**config.mk**
```make
export PLATFORM = sky130hd
export DESIGN_NAME = rainbow_false_color_mapper
export DESIGN_NICKNAME = d
export VERILOG_FILES = /design/src/rtl/rfcm_pkg.sv /design/src/rtl/rainbow_false_color_mapper.sv
export SDC_FILE = /design/constraint.sdc
export NUM_CORES = 2
export LEC_CHECK = 0
export BUFFER_PORTS_ARGS = -buffer_cell sky130_fd_sc_hd__buf_2
export CAP_MARGIN = 20
export CORE_UTILIZATION = 58
export DETAILED_ROUTE_END_ITERATION = 10
export PLACE_DENSITY_LB_ADDON = 0.1
export RECOVER_POWER = 25
export SKIP_LAST_GASP = 1
export SLEW_MARGIN = 10
export SYNTH_ARGS = -nofsm -noshare
export SYNTH_HDL_FRONTEND = slang
export SYNTH_SLANG_ARGS = --single-unit
```
**constraint.sdc**
```tcl
create_clock -name i_clk -period 41.1 [get_ports i_clk]
set_input_delay 0 -clock i_clk [delete_from_list [all_inputs] [get_ports i_clk]]
set_output_delay 0 -clock i_clk [all_outputs]
set_load 0.02 [all_outputs]
```
**src/rtl/rfcm_pkg.sv**
```systemverilog
`timescale 1ns / 1ps
// Shared types and constants for the rainbow false color mapper.
// No dependencies; the top level and the testbench refer to its items by scoped names.

package rfcm_pkg;

    // Resolution of the scaled ramp index.
    localparam int INDEX_BITS = 16;

    // Sample and range register width (signed Q16.16).
    localparam int DATA_W = 32;

    // Color channel width and the fixed channel levels.
    localparam int CH_W = 8;
    localparam logic [CH_W-1:0] CH_MAX  = 8'hFF;
    localparam logic [CH_W-1:0] CH_MIN  = 8'h00;
    localparam logic [CH_W-1:0] CH_GRAY = 8'h80;

    // Stream payload widths.
    localparam int S_TDATA_W = DATA_W;
    localparam int M_TDATA_W = 3 * CH_W;

    // Scaled numerator (num * (2^INDEX_BITS - 1)) width.
    localparam int NUM_W = DATA_W + INDEX_BITS;

    // Position bits inside one of the four ramp segments.
    localparam int FRAC_BITS = INDEX_BITS - 2;

    // Pipeline depth: clamp, scale, one stage per quotient bit, color.
    localparam int PIPE_STAGES = INDEX_BITS + 3;

    // Configuration port.
    localparam int CFG_IDX_W = 1;
    localparam logic [CFG_IDX_W-1:0] REG_RANGE_LOW  = 1'b0;
    localparam logic [CFG_IDX_W-1:0] REG_RANGE_HIGH = 1'b1;

    localparam logic [DATA_W-1:0] RANGE_LOW_RST  = 32'h0000_0000;
    localparam logic [DATA_W-1:0] RANGE_HIGH_RST = 32'h0001_0000;

    // Ramp segment, selected by the top two index bits.
    typedef enum logic [1:0] {
        SEG_BLUE_CYAN    = 2'd0,
        SEG_CYAN_GREEN   = 2'd1,
        SEG_GREEN_YELLOW = 2'd2,
        SEG_YELLOW_RED   = 2'd3
    } t_seg;

endpackage

```
**src/rtl/rainbow_false_color_mapper.sv**
```systemverilog
`timescale 1ns / 1ps
// Rainbow false color mapper: signed Q16.16 sample in, 8-bit RGB out.
// Depends on rfcm_pkg for widths, register indexes and segment codes.

// The block takes one pixel per clock while the output is not stalled, and
// returns one color per pixel, in order. The ramp index comes from a
// restoring divider that resolves one quotient bit per pipeline stage,
// behind one clamp stage and one scaling stage, and ahead of the color
// stage, which is also the output register. A stall on the master side
// freezes the whole pipeline and drops s_axis_tready in the same cycle.
// range_low and range_high must only be written while no pixel is in flight;
// when range_high <= range_low every pixel comes out as mid gray.

module rainbow_false_color_mapper (
    input  logic                                   i_clk,
    input  logic                                   i_rst_n,

    // Configuration write port.
    input  logic                                   i_cfg_we,
    input  logic [rfcm_pkg::CFG_IDX_W-1:0]         i_cfg_idx,
    input  logic [rfcm_pkg::DATA_W-1:0]            i_cfg_wdata,

    // Sample stream.
    input  logic                                   s_axis_tvalid,
    output logic                                   s_axis_tready,
    input  logic [rfcm_pkg::S_TDATA_W-1:0]         s_axis_tdata,  // [31:0] sample

    // Color stream.
    output logic                                   m_axis_tvalid,
    input  logic                                   m_axis_tready,
    output logic [rfcm_pkg::M_TDATA_W-1:0]         m_axis_tdata   // [7:0] red,
                                                                  // [15:8] green,
                                                                  // [23:16] blue
);

    // Configuration registers.
    logic [rfcm_pkg::DATA_W-1:0] r_range_low;
    logic [rfcm_pkg::DATA_W-1:0] r_range_high;

    // Pipeline advance: the whole pipe moves unless the output is held.
    logic w_en;

    // Clamp stage.
    logic                        r_a_vld;
    logic                        r_a_gray;
    logic [rfcm_pkg::DATA_W-1:0] r_a_num;
    logic [rfcm_pkg::DATA_W-1:0] r_a_den;

    // Divider chain; entry 0 is the scaling stage, entry j+1 holds j+1 quotient bits.
    logic                            r_d_vld  [rfcm_pkg::INDEX_BITS+1];
    logic                            r_d_gray [rfcm_pkg::INDEX_BITS+1];
    logic [rfcm_pkg::DATA_W-1:0]     r_d_rem  [rfcm_pkg::INDEX_BITS+1];
    logic [rfcm_pkg::DATA_W-1:0]     r_d_den  [rfcm_pkg::INDEX_BITS+1];
    logic [rfcm_pkg::INDEX_BITS-1:0] r_d_lq   [rfcm_pkg::INDEX_BITS+1];

    // Output register.
    logic                      r_out_vld;
    logic [rfcm_pkg::CH_W-1:0] r_red;
    logic [rfcm_pkg::CH_W-1:0] r_green;
    logic [rfcm_pkg::CH_W-1:0] r_blue;

    // Clamp stage signals.
    logic signed [rfcm_pkg::DATA_W:0] w_v;
    logic signed [rfcm_pkg::DATA_W:0] w_lo;
    logic signed [rfcm_pkg::DATA_W:0] w_hi;
    logic signed [rfcm_pkg::DATA_W:0] w_vc;
    logic                             n_a_gray;
    logic signed [rfcm_pkg::DATA_W:0] n_num_full;
    logic signed [rfcm_pkg::DATA_W:0] n_den_full;

    // Scaling stage signals.
    logic [rfcm_pkg::NUM_W-1:0] n_prod;

    // Divider step signals.
    logic [rfcm_pkg::DATA_W:0]     w_sh   [rfcm_pkg::INDEX_BITS];
    logic [rfcm_pkg::DATA_W:0]     w_diff [rfcm_pkg::INDEX_BITS];
    logic [rfcm_pkg::DATA_W-1:0]   n_rem  [rfcm_pkg::INDEX_BITS];
    logic [rfcm_pkg::INDEX_BITS-1:0] n_lq [rfcm_pkg::INDEX_BITS];

    // Color stage signals.
    logic [rfcm_pkg::INDEX_BITS-1:0]          w_k;
    logic [rfcm_pkg::FRAC_BITS-1:0]           w_f;
    logic [rfcm_pkg::FRAC_BITS:0]             w_sf;
    logic [rfcm_pkg::FRAC_BITS+rfcm_pkg::CH_W-1:0] w_up_full;
    logic [rfcm_pkg::FRAC_BITS+rfcm_pkg::CH_W:0]   w_dn_full;
    logic [rfcm_pkg::CH_W-1:0]                w_up;
    logic [rfcm_pkg::CH_W:0]                  w_dn_wide;
    logic [rfcm_pkg::CH_W-1:0]                w_dn;
    logic [rfcm_pkg::CH_W-1:0]                n_red;
    logic [rfcm_pkg::CH_W-1:0]                n_green;
    logic [rfcm_pkg::CH_W-1:0]                n_blue;

    assign w_en          = !r_out_vld || m_axis_tready;
    assign s_axis_tready = w_en;
    assign m_axis_tvalid = r_out_vld;
    assign m_axis_tdata  = {r_blue, r_green, r_red};

    // Configuration writes; unknown indexes are ignored.
    always_ff @(posedge i_clk) begin
        if (!i_rst_n) begin
            r_range_low  <= rfcm_pkg::RANGE_LOW_RST;
            r_range_high <= rfcm_pkg::RANGE_HIGH_RST;
        end else if (i_cfg_we) begin
            case (i_cfg_idx)
                rfcm_pkg::REG_RANGE_LOW:  r_range_low  <= i_cfg_wdata;
                rfcm_pkg::REG_RANGE_HIGH: r_range_high <= i_cfg_wdata;
                default: ;
            endcase
        end
    end

    // Clamp the sample to the range and form numerator and denominator.
    always_comb begin
        w_v  = $signed({s_axis_tdata[rfcm_pkg::DATA_W-1], s_axis_tdata});
        w_lo = $signed({r_range_low[rfcm_pkg::DATA_W-1], r_range_low});
        w_hi = $signed({r_range_high[rfcm_pkg::DATA_W-1], r_range_high});
        n_a_gray = (w_hi <= w_lo);
        if (w_v < w_lo) begin
            w_vc = w_lo;
        end else if (w_v > w_hi) begin
            w_vc = w_hi;
        end else begin
            w_vc = w_v;
        end
        n_num_full = w_vc - w_lo;
        n_den_full = w_hi - w_lo;
    end

    // Scale: num * (2^INDEX_BITS - 1) as a shift and a subtract.
    assign n_prod = {r_a_num, {rfcm_pkg::INDEX_BITS{1'b0}}}
                  - {{rfcm_pkg::INDEX_BITS{1'b0}}, r_a_num};

    // Restoring division steps: each brings in one dividend bit and emits one quotient bit.
    always_comb begin
        for (int j = 0; j < rfcm_pkg::INDEX_BITS; j++) begin
            w_sh[j]   = {r_d_rem[j], r_d_lq[j][rfcm_pkg::INDEX_BITS-1]};
            w_diff[j] = w_sh[j] - {1'b0, r_d_den[j]};
            if (!w_diff[j][rfcm_pkg::DATA_W]) begin
                n_rem[j] = w_diff[j][rfcm_pkg::DATA_W-1:0];
                n_lq[j]  = {r_d_lq[j][rfcm_pkg::INDEX_BITS-2:0], 1'b1};
            end else begin
                n_rem[j] = w_sh[j][rfcm_pkg::DATA_W-1:0];
                n_lq[j]  = {r_d_lq[j][rfcm_pkg::INDEX_BITS-2:0], 1'b0};
            end
        end
    end

    // Color ramp from the finished index.
    always_comb begin
        w_k       = r_d_lq[rfcm_pkg::INDEX_BITS];
        w_f       = w_k[rfcm_pkg::FRAC_BITS-1:0];
        w_sf      = {1'b1, {rfcm_pkg::FRAC_BITS{1'b0}}} - {1'b0, w_f};
        w_up_full = {w_f, {rfcm_pkg::CH_W{1'b0}}} - {{rfcm_pkg::CH_W{1'b0}}, w_f};
        w_dn_full = {w_sf, {rfcm_pkg::CH_W{1'b0}}} - {{rfcm_pkg::CH_W{1'b0}}, w_sf};
        w_up      = w_up_full[rfcm_pkg::FRAC_BITS+rfcm_pkg::CH_W-1:rfcm_pkg::FRAC_BITS];
        w_dn_wide = w_dn_full[rfcm_pkg::FRAC_BITS+rfcm_pkg::CH_W:rfcm_pkg::FRAC_BITS];
        w_dn      = w_dn_wide[rfcm_pkg::CH_W] ? rfcm_pkg::CH_MAX
                                              : w_dn_wide[rfcm_pkg::CH_W-1:0];
        if (r_d_gray[rfcm_pkg::INDEX_BITS]) begin
            n_red   = rfcm_pkg::CH_GRAY;
            n_green = rfcm_pkg::CH_GRAY;
            n_blue  = rfcm_pkg::CH_GRAY;
        end else begin
            case (rfcm_pkg::t_seg'(w_k[rfcm_pkg::INDEX_BITS-1 -: 2]))
                rfcm_pkg::SEG_BLUE_CYAN: begin
                    n_red   = rfcm_pkg::CH_MIN;
                    n_green = w_up;
                    n_blue  = rfcm_pkg::CH_MAX;
                end
                rfcm_pkg::SEG_CYAN_GREEN: begin
                    n_red   = rfcm_pkg::CH_MIN;
                    n_green = rfcm_pkg::CH_MAX;
                    n_blue  = w_dn;
                end
                rfcm_pkg::SEG_GREEN_YELLOW: begin
                    n_red   = w_up;
                    n_green = rfcm_pkg::CH_MAX;
                    n_blue  = rfcm_pkg::CH_MIN;
                end
                default: begin
                    n_red   = rfcm_pkg::CH_MAX;
                    n_green = w_dn;
                    n_blue  = rfcm_pkg::CH_MIN;
                end
            endcase
        end
    end

    // Valid bits travel with the data and freeze on a stall.
    always_ff @(posedge i_clk) begin
        if (!i_rst_n) begin
            r_a_vld   <= 1'b0;
            r_out_vld <= 1'b0;
            for (int j = 0; j <= rfcm_pkg::INDEX_BITS; j++) begin
                r_d_vld[j] <= 1'b0;
            end
        end else if (w_en) begin
            r_a_vld    <= s_axis_tvalid;
            r_d_vld[0] <= r_a_vld;
            for (int j = 0; j < rfcm_pkg::INDEX_BITS; j++) begin
                r_d_vld[j+1] <= r_d_vld[j];
            end
            r_out_vld <= r_d_vld[rfcm_pkg::INDEX_BITS];
        end
    end

    // Payload registers.
    always_ff @(posedge i_clk) begin
        if (w_en) begin
            r_a_gray <= n_a_gray;
            r_a_num  <= n_num_full[rfcm_pkg::DATA_W-1:0];
            r_a_den  <= n_den_full[rfcm_pkg::DATA_W-1:0];

            r_d_gray[0] <= r_a_gray;
            r_d_den[0]  <= r_a_den;
            r_d_rem[0]  <= n_prod[rfcm_pkg::NUM_W-1 -: rfcm_pkg::DATA_W];
            r_d_lq[0]   <= n_prod[rfcm_pkg::INDEX_BITS-1:0];

            for (int j = 0; j < rfcm_pkg::INDEX_BITS; j++) begin
                r_d_gray[j+1] <= r_d_gray[j];
                r_d_den[j+1]  <= r_d_den[j];
                r_d_rem[j+1]  <= n_rem[j];
                r_d_lq[j+1]   <= n_lq[j];
            end

            r_red   <= n_red;
            r_green <= n_green;
            r_blue  <= n_blue;
        end
    end

`ifndef SYNTHESIS
    // No color is presented in the cycle after a reset.
    a_no_out_after_reset: assert property (@(posedge i_clk)
        !i_rst_n |=> !m_axis_tvalid)
        else $error("color valid right after reset");

    // Every color is mid gray or a rainbow color holding one full and one empty channel.
    a_color_shape: assert property (@(posedge i_clk) disable iff (!i_rst_n)
        m_axis_tvalid |->
            ((r_red == rfcm_pkg::CH_GRAY) && (r_green == rfcm_pkg::CH_GRAY)
                && (r_blue == rfcm_pkg::CH_GRAY))
            || (((r_red == rfcm_pkg::CH_MAX) || (r_green == rfcm_pkg::CH_MAX)
                    || (r_blue == rfcm_pkg::CH_MAX))
                && ((r_red == rfcm_pkg::CH_MIN) || (r_green == rfcm_pkg::CH_MIN)
                    || (r_blue == rfcm_pkg::CH_MIN))))
        else $error("color off the rainbow ramp");

    // An item in the clamp stage reaches the divider when the pipe advances.
    a_clamp_to_div: assert property (@(posedge i_clk) disable iff (!i_rst_n)
        (w_en && r_a_vld) |=> r_d_vld[0])
        else $error("item lost between clamp and divider");

    // The partial remainder stays below the divisor at every valid divider stage.
    for (genvar g = 0; g <= rfcm_pkg::INDEX_BITS; g++) begin : g_rem_chk
        a_rem_bound: assert property (@(posedge i_clk) disable iff (!i_rst_n)
            (r_d_vld[g] && !r_d_gray[g]) |-> (r_d_rem[g] < r_d_den[g]))
            else $error("divider remainder out of bound");
    end
`endif

endmodule

```
Yosys cells after proc, flatten, opt, wreduce, memory -nomap -nowiden --
Memories as Yosys holds them, arrays and structs flattened. A register that Yosys moved wholly into a read port is not among the register bits. Index checks and enable logic that the tools add are counted.
Word-level totals: latch bits 0, input bits 70, bits in writable memories 1394, output and inout bits 26, register bits after elaboration 154, memories 5, ROM bits 0
Memory list:
- r_d_den | depth 17, width 32, rd ports 16, clocked after Yosys merged registers in 0, wr ports 17, line rainbow_false_color_mapper.sv:53 | logic [rfcm_pkg::DATA_W-1:0] r_d_den [rfcm_pkg::INDEX_BITS+1];
- r_d_rem | depth 17, width 32, rd ports 16, clocked after Yosys merged registers in 0, wr ports 17, line rainbow_false_color_mapper.sv:52 | logic [rfcm_pkg::DATA_W-1:0] r_d_rem [rfcm_pkg::INDEX_BITS+1];
- r_d_lq | depth 17, width 16, rd ports 17, clocked after Yosys merged registers in 0, wr ports 17, line rainbow_false_color_mapper.sv:54 | logic [rfcm_pkg::INDEX_BITS-1:0] r_d_lq [rfcm_pkg::INDEX_BITS+1];
- r_d_gray | depth 17, width 1, rd ports 17, clocked after Yosys merged registers in 0, wr ports 17, line rainbow_false_color_mapper.sv:51 | logic r_d_gray [rfcm_pkg::INDEX_BITS+1];
- r_d_vld | depth 17, width 1, rd ports 17, clocked after Yosys merged registers in 1, wr ports 17, line rainbow_false_color_mapper.sv:50 | logic r_d_vld [rfcm_pkg::INDEX_BITS+1];
Cells by class: bitwise operators 18, divide/modulo/power cells 0, reductions and logical operators 8, add/subtract/negate cells 22, magnitude comparators 3, shift operators 0, eq/ne operators 2, multiply operators 0, muxes and demuxes 60
Operator list (count):
- 2-to-1 mux 32 bit | 18
- subtractor 33 x 32 -> 33 bit | 16
- subtractor 32 bit | 2
- one-hot mux 8 bit (2 select lines) | 3
- subtractor 48 x 32 -> 48 bit | 1
- 2-to-1 mux 1 bit | 38
- greater-than comparator 32 bit | 1
- less-or-equal comparator 32 bit | 1
- < comparator 32 bit | 1
- subtractor 23 x 15 -> 23 bit | 1
- subtractor 22 x 14 -> 22 bit | 1
- bitwise OR 1 bit | 17
- subtractor 15 x 14 -> 15 bit (first input constant) | 1
- 2-to-1 mux 8 bit | 1
- AND reduction 2 bit | 2
- OR reduction 2 bit | 2
- equality test 2 x 1 -> 1 bit (second input constant) | 1
- equality test 2 bit (second input constant) | 1
- logical NOT 1 bit | 2
- logical NOT 2 bit | 1
- logical OR 1 bit | 1
- inverter 1 bit | 1

Longest topological paths before layout --
depth after elaboration 6, gate-level depth with buffers 28, gate-level depth less buffers 27

Worst setup path before layout --
Ideal clock, no wire load.
path kind register to register, start register r_out_vld, in the netlist m_axis_tvalid (read register of r_d_vld), end memory r_d_vld[11] (data pin), cell stages (with the launch flop) 5, data arrival time 41374 ps, clock period less this slack 41718 ps, data required time 40756 ps, path slack -618 ps, library setup time 344 ps, path through dfxtp_1 > nor2b_1 > inv_1 > clkbuf_1 > and3_1
RTL lines:
- from (decl) | line rainbow_false_color_mapper.sv:57 | logic r_out_vld;
- to (decl) | line rainbow_false_color_mapper.sv:50

Worst setup path in the final report --
start register r_range_low[9] in the netlist's numbering, end register r_a_num[24] in the netlist's numbering (data pin)
Between the ends: word-level cells in the longest chain between the ends 3
RTL lines:
- from (decl) | line rainbow_false_color_mapper.sv:37 | logic [rfcm_pkg::DATA_W-1:0] r_range_low;
- from (signal assigned) | line rainbow_false_color_mapper.sv:101 | r_range_low <= rfcm_pkg::RANGE_LOW_RST;
- from (signal assigned) | line rainbow_false_color_mapper.sv:105 | rfcm_pkg::REG_RANGE_LOW: r_range_low <= i_cfg_wdata;
- < comparator 32 bit | line rainbow_false_color_mapper.sv:118 | if (w_v < w_lo) begin
- 2-to-1 mux 32 bit | line rainbow_false_color_mapper.sv:118
- subtractor 32 bit (*) | line rainbow_false_color_mapper.sv:125 | n_num_full = w_vc - w_lo;
- named net n_num_full, one bit | line rainbow_false_color_mapper.sv:68 | logic signed [rfcm_pkg::DATA_W:0] n_num_full;
- to (signal assigned) | line rainbow_false_color_mapper.sv:211 | r_a_num <= n_num_full[rfcm_pkg::DATA_W-1:0];
- to (decl) | line rainbow_false_color_mapper.sv:46 | logic [rfcm_pkg::DATA_W-1:0] r_a_num;
The timed path passes the listed nets; every way through them passes the cells marked *. A chain may end at the register's enable or synchronous reset.

==> results.toml <==
[outcome]
status = "finished, violations left"
violations = "DRC"

[yosys]
syn_nets = 7987
synth_edf_count = 1419
synthArstFlopShare_pct = 0
syn_inst = 7227
synth_top_area_cell = "edfxtp_1"
avgSynthCellArea_um2 = 11.6
syn-cell-area_um2 = 84000
synth_seq_area_share_pct = 52.3
ys_seq_elements = 1485
synthTopCellsByArea = "edfxtp_1, ha_1, mux2_1, xnor2_1, inv_1"
synth_top_area_share_pct = 50.7
ys_types = 88
synth_warnings = 0
synthFlopType = "edfxtp_1"

[global_route]
overflow = 0
grt_max_degree = 174
grt_pass1_wl_um = 263000
first_global_vias = 55600
antenna_found_initial = 1
grt_usage_pct = 21.8

[sta]
fin_crit_sh_pct = 17.5
finalSetupViolations = 0
skew_ps = 16.1
slew_headroom_pct = 28.4
finalHoldViolCount = 0
worst_pin_slew_ps = 1070
finalSetupTns_ps = 0
rsz0062_at_grt = "false"
max_freq_ghz = 0.139
holdWs_ps = 60.5
slew_violations = 0
fin_crit_ps = 7170
setup_ws_ps = 33930

[detailed_routing]
wl_um = 159000
via_count = 53900
drt_pass1_iterations = 8
drc = 4
routedWlPerCell_um = 16.6
drtIter0Drc = 2751
vias_per_cell = 5.65
ant_nets = 0

[floorplanning]
die_y_um = 383
start_util_pct = 58.5
dieArea_um2 = 146000
die_width_um = 383
rows = 139
io_pins = 96
coreArea_um2 = 144000

[placed_design]
place_ws_ps = 34510
placed_area_um2 = 86700
hpwl_um = 116000
gp_congestion = 0.920
portBuffers = 95

[critical_path]
arrival_ps = 7710
cp.required_ps = 41640
cpMaxStageDelayCell = "dlygate4sd3_1"
startpoint_type = "flop"
cpMostUsedCell = "a21oi_1"
crit_path_end_kind = "flop"
cp_max_fo = 63
critPathKind = "reg -> reg"
cpPeakStageDelay_ps = 560

[cts]
cts_buffers = 162
cts_root_buf = "clkbuf_16"
cts_sinks = 1485
clkTransAtPathRegs_ps = 60
postCtsSetupBuffers = 0
clk_latency_ps = 790
clockBufferDepth = 3
htreeDepth = 4
cts_tree = "done"

[final_layout]
antenna_cells = 0
nNetsFinal = 8259
syn2layout_area_growth_pct = 11.0
postLayoutCellArea_um2 = 93200
drive_above_1_share_pct = 6.29
mostFrequentLayoutCell = "edfxtp_1"
layout_common_cells = "edfxtp_1, inv_1, ha_1, a21oi_1, nand2_1"

[min_path]
hp-class = "in -> reg"

[flow_run]
drv_cap = 0
## worst max-delay path: cells and delay by family (launching register included)
| kind | cells | cell delay, ps |
|---|---|---|
| XOR/XNOR | 1 | 90 |
| flip-flops | 1 | 340 |
| AO/OA/AOI/OAI | 19 | 4060 |
| buffers and inverters | 4 | 1240 |
| adder cells (fa/ha/maj) | 3 | 900 |
| AND/OR/NAND/NOR | 2 | 250 |
## layer usage
layer	share of wire [%]	wire length [um]	track usage (%)	vias up
met1	38	60100	22.2	25600
li1	-	-	-	27000
met2	55	86600	42.8	936
met5	0	0	0	-
met3	3.3	5300	3.33	365
met4	4.3	6770	10.1	0
## what timing repair did
action | 4_1_cts | 5_1_grt
endpoints found under the setup margin | 0 | 0
hold endpoints to repair | 95 | 0
gates resized for setup | 0 | 0
hold buffers | 114 | 0
## Yosys cell counts, types with 15 or more instances
cell type  instances
buf_2             16
nor2b_1           98
a21o_1           275
a21boi_0          71
o211ai_1          47
inv_1            731
o21a_1            84
a21oi_1          540
mux2_2            21
nand4_1           55
a221oi_1          16
mux2_1           368
mux2_4            27
o31a_1            45
nor2_1           340
buf_4             21
nand2b_1         121
o21bai_1          44
a211o_1           19
and2_1            29
o31ai_1           32
edfxtp_1        1419
a31oi_1           51
ha_1             673
dfxtp_1           66
xnor2_1          383
and3_1            63
or3_1             15
clkbuf_1          91
nand3_1          141
fa_1              17
nor3_1            69
nor4_1            20
xor2_1           140
a211oi_1          29
o21ai_1          103
nor3b_1           19
nand2_1          446
o21ai_0          229
mux2i_1           36
## sequential cells by signal, indices dropped and copies added (netlist names)
signal / count
r_blue: 8
r_d_rem: 512
r_d_gray: 17
r_range_high: 32
r_d_lq: 272
r_a_vld: 1
r_d_den: 512
m_axis_tvalid: 1
r_green: 8
r_range_low: 32
r_a_gray: 1
r_a_num: 32
r_a_den: 32
r_red: 8
r_d_vld: 17
## worst paths after layout
check | start | depth (start not counted) | slack (ps) | end
max | r_range_low[9] | 29 | 33930 | r_a_num[24]
max reg2reg | r_range_low[9] | 29 | 33930 | r_a_num[24]
min | s_axis_tdata[26] | 5 | 60 | r_a_num[26]
min reg2reg | r_d_lq[0][220] | 0 | 410 | r_d_lq[0][237]
## per-stage QoR
step,std cells,utilization (%)
floorplan,7227,-
CTS,9538,64.9
finish,9538,64.9
global placement,9123,60.4
detailed placement,9124,60.4
global route,9538,64.9
## kinds of logic (layout without fill, tap and decap cells)
| logic type | Yosys count | after routing | synth area share, % |
|---|---|---|---|
| adders and majority gates | 690 | 690 | 10.4 |
| xor gates and xnor gates | 525 | 525 | 5.49 |
| buffers and inverters | 877 | 1285 | 4.06 |
| muxes | 453 | 453 | 6.14 |
| and+or+nand+nor | 1475 | 1475 | 8.47 |
| DFF | 1485 | 1485 | 52.3 |
| AOI/OAI and AO/OA | 1722 | 1722 | 13.1 |
## cell type report
| class | count | area [um2] |
|---|---|---|
| sequential | 1485 | 43900 |
| fill | 10800 | 50400 |
| tap | 1903 | 2380 |
| clock buffer | 187 | 4180 |
| inverter | 742 | 2790 |
| clock inverter | 113 | 1160 |
| multi-input combinational | 4865 | 36900 |
| timing repair buffer | 243 | 1890 |
Power is left out: the tool's default activity adds up to more than one toggle a clock period on the data nets, which glitch-free logic cannot reach.
